<file path="config.mk">
export PLATFORM = sky130hd
export DESIGN_NAME = lge_ctrl
export DESIGN_NICKNAME = d
export VERILOG_FILES = /design/src/rtl/lge_pkg.sv /design/src/rtl/lge_ctrl.sv
export SDC_FILE = /design/constraint.sdc
export NUM_CORES = 1
export LEC_CHECK = 0
export BUFFER_PORTS_ARGS = -buffer_cell sky130_fd_sc_hd__buf_2
export CAP_MARGIN = 5
export CORE_AREA = 4 4 41 43
export CTS_CLUSTER_SIZE = 40
export DETAILED_ROUTE_END_ITERATION = 12
export DIE_AREA = 0 0 45 47
export HOLD_SLACK_MARGIN = 0.05
export SLEW_MARGIN = 5
export SYNTH_ARGS = -nofsm -noshare
export SYNTH_HDL_FRONTEND = slang
export SYNTH_SLANG_ARGS = --single-unit
export TNS_END_PERCENT = 20
</file>
<file path="constraint.sdc">
create_clock -name clk_i -period 1.53 [get_ports clk_i]
set_clock_uncertainty 0.15 [all_clocks]
set_input_delay 0.306 -clock clk_i [delete_from_list [all_inputs] [get_ports clk_i]]
set_output_delay 0.306 -clock clk_i [all_outputs]
set_load 0.05 [all_outputs]
</file>
<file path="src/rtl/lge_pkg.sv">
// ----------------------------------------------------------------------------
// lge_pkg
// Shared types and constants of the life generation engine.
// ----------------------------------------------------------------------------
package lge_pkg;

  localparam int unsigned MaxSide = 64;
  localparam int unsigned SideW   = $clog2(MaxSide) + 1;
  localparam int unsigned IdxW    = $clog2(MaxSide);

  localparam logic [1:0] ACT_WRITE   = 2'd0;
  localparam logic [1:0] ACT_READ    = 2'd1;
  localparam logic [1:0] ACT_ADVANCE = 2'd2;

  localparam logic [SideW-1:0] SIDE_RESET = SideW'(MaxSide);

  typedef logic [MaxSide-1:0] row_t;

  typedef struct packed {
    logic [1:0]      action;
    logic [IdxW-1:0] row;
    logic [IdxW-1:0] col;
    logic            alive_in;
  } in_word_t;

  typedef struct packed {
    logic alive_out;
    logic status;
  } out_word_t;

  typedef struct packed {
    logic capture;
    logic rd_cell;
    logic wr_cell;
    logic adv_start;
    logic adv_step;
    logic out_load;
  } cmd_t;

  typedef struct packed {
    logic cell_ok;
    logic act_write;
    logic act_advance;
    logic side_zero;
    logic sweep_last;
  } sts_t;

endpackage

</file>
<file path="src/rtl/lge_ctrl.sv">
// ----------------------------------------------------------------------------
// lge_ctrl
// Controller: sequences one word through decode, cell access or row sweep,
// and result hand-off.
// ----------------------------------------------------------------------------
module lge_ctrl (
  input  logic          clk_i,
  input  logic          rst_ni,
  input  logic          in_valid_i,
  input  logic          out_free_i,
  input  lge_pkg::sts_t sts_i,
  output logic          in_stall_o,
  output lge_pkg::cmd_t cmd_o
);

  typedef enum logic [4:0] {
    ST_IDLE   = 5'b00001,
    ST_DECODE = 5'b00010,
    ST_MODIFY = 5'b00100,
    ST_SWEEP  = 5'b01000,
    ST_FINISH = 5'b10000
  } state_e;

  state_e state_q, state_d;

  always_ff @(posedge clk_i or negedge rst_ni) begin
    if (!rst_ni) begin
      state_q <= ST_IDLE;
    end else begin
      state_q <= state_d;
    end
  end

  always_comb begin
    state_d = state_q;
    cmd_o   = '0;
    case (state_q)
      ST_IDLE: begin
        if (in_valid_i) begin
          cmd_o.capture = 1'b1;
          state_d       = ST_DECODE;
        end
      end
      ST_DECODE: begin
        if (sts_i.cell_ok) begin
          cmd_o.rd_cell = 1'b1;
          state_d       = ST_MODIFY;
        end else if (sts_i.act_advance && !sts_i.side_zero) begin
          cmd_o.adv_start = 1'b1;
          state_d         = ST_SWEEP;
        end else begin
          state_d = ST_FINISH;
        end
      end
      ST_MODIFY: begin
        cmd_o.wr_cell = sts_i.act_write;
        state_d       = ST_FINISH;
      end
      ST_SWEEP: begin
        cmd_o.adv_step = 1'b1;
        if (sts_i.sweep_last) begin
          state_d = ST_FINISH;
        end
      end
      ST_FINISH: begin
        if (out_free_i) begin
          cmd_o.out_load = 1'b1;
          state_d        = ST_IDLE;
        end
      end
      default: begin
        state_d = ST_IDLE;
      end
    endcase
  end

  assign in_stall_o = (state_q != ST_IDLE);

  a_load_needs_room: assert property (@(posedge clk_i) disable iff (!rst_ni)
    cmd_o.out_load |-> out_free_i)
    else $error("result loaded while output word still held");

  a_accept_to_decode: assert property (@(posedge clk_i) disable iff (!rst_ni)
    (in_valid_i && !in_stall_o) |=> (state_q == ST_DECODE))
    else $error("accepted word not decoded");

  a_cell_write_kind: assert property (@(posedge clk_i) disable iff (!rst_ni)
    cmd_o.wr_cell |-> (sts_i.act_write && sts_i.cell_ok))
    else $error("cell write for a word that is not an in-range write");

  a_sweep_ends: assert property (@(posedge clk_i) disable iff (!rst_ni)
    (state_q == ST_SWEEP && sts_i.sweep_last) |=> (state_q == ST_FINISH))
    else $error("sweep did not end after last row");

endmodule

</file>
==> results.toml, run 1 <==
[hold_path]
holdCritStartpoint = "in_valid_i"
whs_endpoint = "state_q[4]$_DFFE_PN0P_"
hold_depth = 3
hp-class = "in2reg"

[drt]
wirelength_um = 1110
remaining_drc_errors = 0
ant_nets = 0
drt_iter0_markers = 11
wl_per_cell_um = 13.3
dr.pass1.iters = 4
vias_per_cell = 4.89
via_count = 411

[clock_tree]
cts_tree = "done"
clkSinkCount = 5
worstSkewPairLatency_ps = 240
clockBufferDepth = 2
cts-buffers-inserted = 3
cts_root_buf = "clkbuf_4"
path_clk_slew_ps = 40
ctsHtreeMaxLevel = 1

[yosys]
yosys.area_share.simple_pct = 50.2
synth-xor-area-share_pct = 2.42
synth_top_family_by_area = "simple AND/OR/NAND/NOR gates"
syn_area_per_cell_um2 = 9.77
syn_inst = 37
ys.warnings.count = 0
syn-num-nets = 46
muxShareOfSynthArea_pct = 0
synth_compound_area_share_pct = 7.96
ys_seq_elements = 5
yosysSeqAreaShare_pct = 34.9
synth_fa_ha_area_share_pct = 0
synthesis.area_um2 = 362
synth_cell_type_count = 25

[floorplan]
coreArea_um2 = 1300
rows = 13
start_util_pct = 27.8
dieArea_um2 = 2120
die_x_um = 45
die_height_um = 47
io_pins = 16

[final_layout]
synthToLayoutAreaGrowth_pct = 89.3
postLayoutCellArea_um2 = 684
finalNetCount = 79
reg.largest.list = "state_q x5"
n_fill_cell = 131
largest_register_ff_count = 5
layout-drive-gt1-share_pct = 63.8
regMostFlops = "state_q"
diodes = 0

[timing]
maxSlewHeadroom_pct = 78.0
period_minus_slack_ps = 2010
setup_violations = 10
finalWorstSetupSlack_ps = -480
grt_setup_unrepaired = "true"
fin_crit_sh_pct = 131
tightest_slew_ps = 327
finalMaxSlewViolations = 0
timing.hold.ws_ps = 252
hold_viol = 0
fmax_mhz = 497

[global_route]
grt_max_degree = 7
grt_pass1_wl_um = 1860
grt_pass1_vias = 424
grt_usage_pct = 12.6
grt_overflow = 0
antenna_found_initial = 0

[status]
status = "finished with violations"
violations = "setup timing"

[pwr]
power.share.sequential_pct = 21.2
p_leak_nw = 0.306
p_sw_mw = 0.400
p_sw_share_pct = 41.9
internal-power_mw = 0.555
power_density_nw_per_um2 = 1400
power_frac_comb_pct = 63.1
ir_worst_vdd_mv = 0.596
p_total_mw = 0.955
clockPowerShare_pct = 15.7

[setup_path]
crit_path_cell_trace = "or3b_4 > nor4_4 > and2b_1 > buf_6"
slowest_delay_ps = 430
cp.arrival_ps = 1550
worstPathMaxFanout = 4
worstSetupStartpoint = "state_q[0]$_DFFE_PN1P_"
end_kind = "output pin"
rr_endpoint = "state_q[4]$_DFFE_PN0P_"
r2r_setup_slack_ps = -230
reg2regPathDepth = 6
cp-start-kind = "register"
critPathKind = "reg2out"
crit_slowest_cell = "or3b_4"
r2r-start = "state_q[2]$_DFFE_PN0P_"
worstPathRequired_ps = 1070

[placement]
pre_cts_ws_ps = -308
place_area_um2 = 568
place_hpwl_um = 802
place_congestion = 0.856
io_buffer_count = 15

[job]
drv_cap = 0
==> power by group through the flow <==
stage	Combinational [mW]	Clock, mW	Sequential, mW
floorplan	0.312	0	0.203
global placement	0.502	0	0.203
detailed placement	0.501	0	0.201
CTS	0.531	0.156	0.199
global route	0.637	0.161	0.209
finish	0.603	0.150	0.203
==> area by class of cell <==
class | instances | area, um^2 | area share (%)
multi-input combinational | 29 | 262 | 38.2
timing repair buffer | 30 | 245 | 35.8
sequential | 5 | 129 | 18.8
clock buffer | 4 | 26.3 | 3.84
tap | 15 | 18.8 | 2.74
inverter | 1 | 3.75 | 0.548
==> synthesized netlist by cell type (all sizes together) <==
cell type  count  area share, %
nor2           5            5.2
dfrtp          4             28
nor3           3            5.5
nor4b          3            9.0
buf            2            3.5
nand2b         2            3.5
nand3b         2            4.2
nor4           2            7.6
o21bai         2            4.2
a21oi          1            1.4
a311oi         1            2.4
and2b          1            2.1
and4b          1            2.8
dfstp          1            7.3
inv            1            1.0
nand2          1            1.0
or2            1            1.7
or3            1            1.7
or3b           1            3.1
or4b           1            2.8
xnor2          1            2.4
==> kinds of logic (layout without fill, tap and decap cells) <==
kind of cell | count (synthesis) | after routing
simple gates | 24 | 24
buf+inv | 3 | 35
xor+xnor | 1 | 1
compound gates | 4 | 4
flops | 5 | 5
==> metal layers <==
metal / global-route usage [%] / vias to the layer above / wire, um / part of all wire (%)
met5: 0 / - / 0 / 0
met2: 22.6 / 13 / 635 / 57
met1: 14.0 / 196 / 422 / 38
met4: 8.77 / 0 / 0 / 0
li1: - / 202 / - / -
met3: 1.15 / 0 / 55 / 4.9
==> cells in the final DEF (no fill, tap or decap), types with 2 or more instances in the layout <==
master    instances
buf_2             8
buf_4            12
buf_6             8
clkbuf_4          3
dfrtp_1           2
dfrtp_2           2
nand2b_1          2
nand3b_1          2
nor2_1            3
nor4b_2           2
o21bai_1          2
==> worst max path at each step <==
stage | cells after the start | endpoint
2_1_floorplan | 4 | cmd_o[5]
3_3_place_gp | 3 | cmd_o[4]
3_5_place_dp | 4 | cmd_o[2]
4_1_cts | 4 | cmd_o[2]
5_1_grt | 4 | cmd_o[2]
6_report | 4 | cmd_o[2]
==> stage by stage <==
step | util (%) | instances | setup TNS [ps]
floorplan | - | 37 | -3560
global placement | 43.7 | 78 | -1930
detailed placement | 43.7 | 78 | -2010
CTS | 50.1 | 84 | -3390
global route | 52.6 | 84 | -3650
finish | 52.6 | 84 | -3030
==> critical path: cells and delay by family, from the launching register on <==
kind,cells,cell delay [ps]
buf+inv,1,160
simple gates,3,770
flops,1,380
==> timing repair <==
| item | 4_1_cts | 5_1_grt |
|---|---|---|
| cloned | 0 | 0 |
| hold buffers | 1 | 0 |
| endpoints found under the hold margin | 5 | 0 |
| setup buffers | 1 | 0 |
| resized for setup | 13 | 10 |
| pin swaps | 4 | 2 |
| endpoints found under the setup margin | 10 | 11 |
(Power assumes the default switching activity.)
==> run 2: changes to the inputs <==
--- a/config.mk
+++ b/config.mk
@@ -12,6 +12,7 @@
 export DETAILED_ROUTE_END_ITERATION = 12
 export DIE_AREA = 0 0 45 47
 export HOLD_SLACK_MARGIN = 0.05
+export SKIP_CTS_REPAIR_TIMING = 1
 export SLEW_MARGIN = 5
 export SYNTH_ARGS = -nofsm -noshare
 export SYNTH_HDL_FRONTEND = slang
==> results.toml, run 2 (synthesized netlist as in run 1, its figures left out) <==
[status]
violations = "setup timing"
status = "finished with violations"

[drt]
drt_iter0_markers = 9
routed.top_layer = "met4"
dr.pass1.iters = 4
remaining_drc_errors = 0
wl_per_cell_um = 14.9
met1Wirelength_um = 432
route.met3.wl_um = 91
wirelength_um = 1240
met2_length_um = 705
via_count = 421
ant_nets = 0
vias_per_cell = 5.07

[pwr]
power_density_nw_per_um2 = 1400
ir_worst_vdd_mv = 0.573
p_total_mw = 0.984
p_leak_nw = 0.308

[global_route]
grt_max_degree = 7
grt_pass1_vias = 395
antenna_found_initial = 0
grt_pass1_wl_um = 1680
grt_usage_pct = 11.5
grt_overflow = 0

[setup_path]
worstPathMaxFanout = 3
worstPathRequired_ps = 1070
critPathKind = "reg2out"
end_kind = "output pin"
cp-start-kind = "register"
cp.arrival_ps = 1560

[clock_tree]
clkSinkCount = 5
cts_tree = "done"
ctsHtreeMaxLevel = 1
clockBufferDepth = 2
worstSkewPairLatency_ps = 240
cts_root_buf = "clkbuf_4"
cts-buffers-inserted = 3
path_clk_slew_ps = 40

[final_layout]
final_common_cell = "buf_4"
diodes = 0
finalNetCount = 78
largest_register_ff_count = 5
multi_input_area_um2 = 299
layout-drive-gt1-share_pct = 69.1
final_cell_mix = "buf_4, buf_2, buf_6"
reg.largest.list = "state_q x5"
synthToLayoutAreaGrowth_pct = 94.5
final_util_pct = 54.0
register_area_um2 = 129
regMostFlops = "state_q"
n_fill_cell = 132

[timing]
grt_setup_unrepaired = "true"
setup_violations = 9
finalWorstSetupSlack_ps = -485
fin_crit_sh_pct = 132
period_minus_slack_ps = 2020
finalMaxSlewViolations = 0
hold_viol = 0
fmax_mhz = 496
maxSlewHeadroom_pct = 77.8
tightest_slew_ps = 330

[floorplan]
io_pins = 16
start_util_pct = 27.8
die_height_um = 47
coreArea_um2 = 1300
rows = 13
dieArea_um2 = 2120
die_x_um = 45

[placement]
pre_cts_ws_ps = -308
place_hpwl_um = 802
place_congestion = 0.856
io_buffer_count = 15

[hold_path]
hp-class = "in2reg"

[job]
drv_cap = 0
-- run 2: changes by cell type in the layout (fill, tap and decap cells not counted), sizes merged --
cell,change
buf,-1
-- run 2: worst max-delay path: stages, from the launching register on --
cell	delay (ps)
dfrtp_1	370
or3b_4	440
nor4_4	170
and2b_1	190
buf_6	160
-- run 2: report_power, final --
part | switching (mW) | leakage [nW] | internal, mW
Sequential | 0.0324 | 0.0618 | 0.172
Clock | 0.0544 | 0.0150 | 0.0986
Combinational | 0.345 | 0.232 | 0.281
-- run 2: layout make-up --
class | count | area share [%]
inverters | 1 | 0.534
well taps | 15 | 2.67
repair buffers | 29 | 32.2
multi-input cells | 29 | 42.5
flip-flops and latches | 5 | 18.3
clock buffers | 4 | 3.74
-- run 2: metal layers --
metal / vias up / global-route usage [%]
li1: 198 / -
met1: 198 / 12.9
met2: 21 / 20.3
met3: 4 / 0.766
met4: 0 / 8.77
met5: - / 0
-- run 2: worst paths after layout --
| path | slack, ps | depth (start not counted) | to | start |
|---|---|---|---|---|
| max reg2reg | -210 | 5 | state_q[0]$_DFFE_PN1P_ | state_q[2]$_DFFE_PN0P_ |
| min in group asynchronous | 260 | 2 | state_q[2]$_DFFE_PN0P_ | rst_ni |
| min | 240 | 3 | state_q[4]$_DFFE_PN0P_ | in_valid_i |
| max | -490 | 4 | cmd_o[2] | state_q[2]$_DFFE_PN0P_ |
| max in group asynchronous | 760 | 2 | state_q[0]$_DFFE_PN1P_ | rst_ni |
| min reg2reg | 570 | 3 | state_q[2]$_DFFE_PN0P_ | state_q[2]$_DFFE_PN0P_ |
-- run 2: metrics by stage --
step | TNS (ps) | area [um^2] | hold slack, ps | cells
after floorplan | -3560 | 395 | -140 | 37
after global placement | -1930 | 568 | -30.0 | 78
after detailed placement | -2010 | 568 | -28.3 | 78
after CTS | -3900 | 594 | -286 | 82
after global routing | -3370 | 703 | 258 | 83
final | -2940 | 703 | 240 | 83
==> run 3: changes to the inputs <==
--- a/config.mk
+++ b/config.mk
@@ -7,10 +7,10 @@
 export LEC_CHECK = 0
 export BUFFER_PORTS_ARGS = -buffer_cell sky130_fd_sc_hd__buf_2
 export CAP_MARGIN = 5
-export CORE_AREA = 4 4 41 43
+export CORE_AREA = 2 2 39 41
 export CTS_CLUSTER_SIZE = 40
 export DETAILED_ROUTE_END_ITERATION = 12
-export DIE_AREA = 0 0 45 47
+export DIE_AREA = 0 0 41 43
 export HOLD_SLACK_MARGIN = 0.05
 export SKIP_CTS_REPAIR_TIMING = 1
 export SLEW_MARGIN = 5
==> results.toml, run 3 (synthesized netlist as in run 1, its figures left out) <==
[setup_path]
reg2regPathDepth = 6
r2r_setup_slack_ps = -230
rr_endpoint = "state_q[4]$_DFFE_PN0P_"
cp-start-kind = "register"
r2r-start = "state_q[1]$_DFFE_PN0P_"
critPathKind = "reg2out"
end_kind = "output pin"
worstPathRequired_ps = 1070
cp.arrival_ps = 1610
worstPathMaxFanout = 3

[final_layout]
n_fill_cell = 136
diodes = 0
largest_register_ff_count = 5
finalNetCount = 78
reg.largest.list = "state_q x5"
regMostFlops = "state_q"
postLayoutCellArea_um2 = 662
final_common_cell = "buf_4"
final_util_pct = 47.8
layout-drive-gt1-share_pct = 63.2
final_cell_mix = "buf_4, buf_2, clkbuf_4, buf_6, dfrtp_1"
synthToLayoutAreaGrowth_pct = 83.0

[drt]
route.met3.wl_um = 44
dr.pass1.iters = 4
vias_per_cell = 4.80
wl_per_cell_um = 12.7
wirelength_um = 1070
remaining_drc_errors = 0
via_count = 403
drt_iter0_markers = 2
met1Wirelength_um = 443
met2_length_um = 560
routed.top_layer = "met4"
ant_nets = 0

[floorplan]
die_height_um = 43
coreArea_um2 = 1380
io_pins = 16
dieArea_um2 = 1760
die_x_um = 41
start_util_pct = 26.1
rows = 14

[pwr]
power_density_nw_per_um2 = 1410
p_leak_nw = 0.299
ir_worst_vdd_mv = 0.595
p_sw_mw = 0.398
p_sw_share_pct = 42.7
internal-power_mw = 0.534
clockPowerShare_pct = 16.6
power.share.sequential_pct = 22.4
power_frac_comb_pct = 61.0
p_total_mw = 0.932

[timing]
hold_viol = 0
tightest_slew_ps = 289
maxSlewHeadroom_pct = 80.5
fin_crit_sh_pct = 135
setup_violations = 10
tns_ps = -3300
finalMaxSlewViolations = 0
fmax_mhz = 485
timing.hold.ws_ps = 237
period_minus_slack_ps = 2060
finalWorstSetupSlack_ps = -534
grt_setup_unrepaired = "true"

[global_route]
grt_pass1_vias = 384
grt_max_degree = 8
grt_overflow = 0
antenna_found_initial = 0
grt_pass1_wl_um = 1590
grt_usage_pct = 13.3

[hold_path]
hp-class = "in2reg"
whs_endpoint = "state_q[4]$_DFFE_PN0P_"
hold_depth = 3
holdCritStartpoint = "in_valid_i"

[clock_tree]
cts_tree = "done"
worstSkewPairLatency_ps = 240
clockBufferDepth = 2
cts_root_buf = "clkbuf_4"
cts-buffers-inserted = 3
path_clk_slew_ps = 40
ctsHtreeMaxLevel = 1
clkSinkCount = 5

[placement]
place_congestion = 0.750
place_hpwl_um = 754
io_buffer_count = 15
place_area_um2 = 562

[status]
violations = "setup timing"
status = "finished with violations"

[job]
drv_cap = 0
[run 3: how the worst max path moves through the flow]
stage | cells after the start | slack (ps) | to | start
floorplan | 4 | -560 | cmd_o[5] | state_q[3]$_DFFE_PN0P_
global placement | 4 | -330 | cmd_o[2] | state_q[2]$_DFFE_PN0P_
detailed placement | 4 | -350 | cmd_o[2] | state_q[2]$_DFFE_PN0P_
CTS | 4 | -620 | cmd_o[2] | state_q[2]$_DFFE_PN0P_
global route | 4 | -620 | cmd_o[2] | state_q[2]$_DFFE_PN0P_
finish | 4 | -530 | cmd_o[2] | state_q[1]$_DFFE_PN0P_
[run 3: worst max-delay path, stage by stage (launching register included)]
cell	delay (ps)
dfrtp_1	390
or3b_4	440
nor4_4	160
and2b_1	200
buf_6	170
[run 3: layout make-up]
class                      count  area [um^2]  share of cell area, %
timing repair buffer          29          220                   33.3
clock buffer                   4         26.3                   3.97
sequential                     5          126                   19.1
tap                           16         20.0                   3.02
inverter                       1         3.75                  0.567
multi-input combinational     29          265                   40.1
[run 3: per-stage QoR]
stage | worst slack [ps] | cells
6_report | -534 | 84
5_1_grt | -621 | 84
4_1_cts | -615 | 82
3_5_place_dp | -349 | 78
3_3_place_gp | -327 | 78
2_1_floorplan | -560 | 37
[run 3: power groups by stage]
stage	Clock [mW]	Sequential (mW)	Combinational, mW
finish	0.155	0.209	0.569
detailed placement	0	0.207	0.496
global route	0.167	0.213	0.614
CTS	0.157	0.206	0.499
floorplan	0	0.203	0.312
global placement	0	0.206	0.495
[run 3: per-layer routing]
metal	vias up	global-route usage, %
li1	198	-
met1	192	16.8
met2	11	20.0
met3	2	2.09
met4	0	8.00
met5	-	0
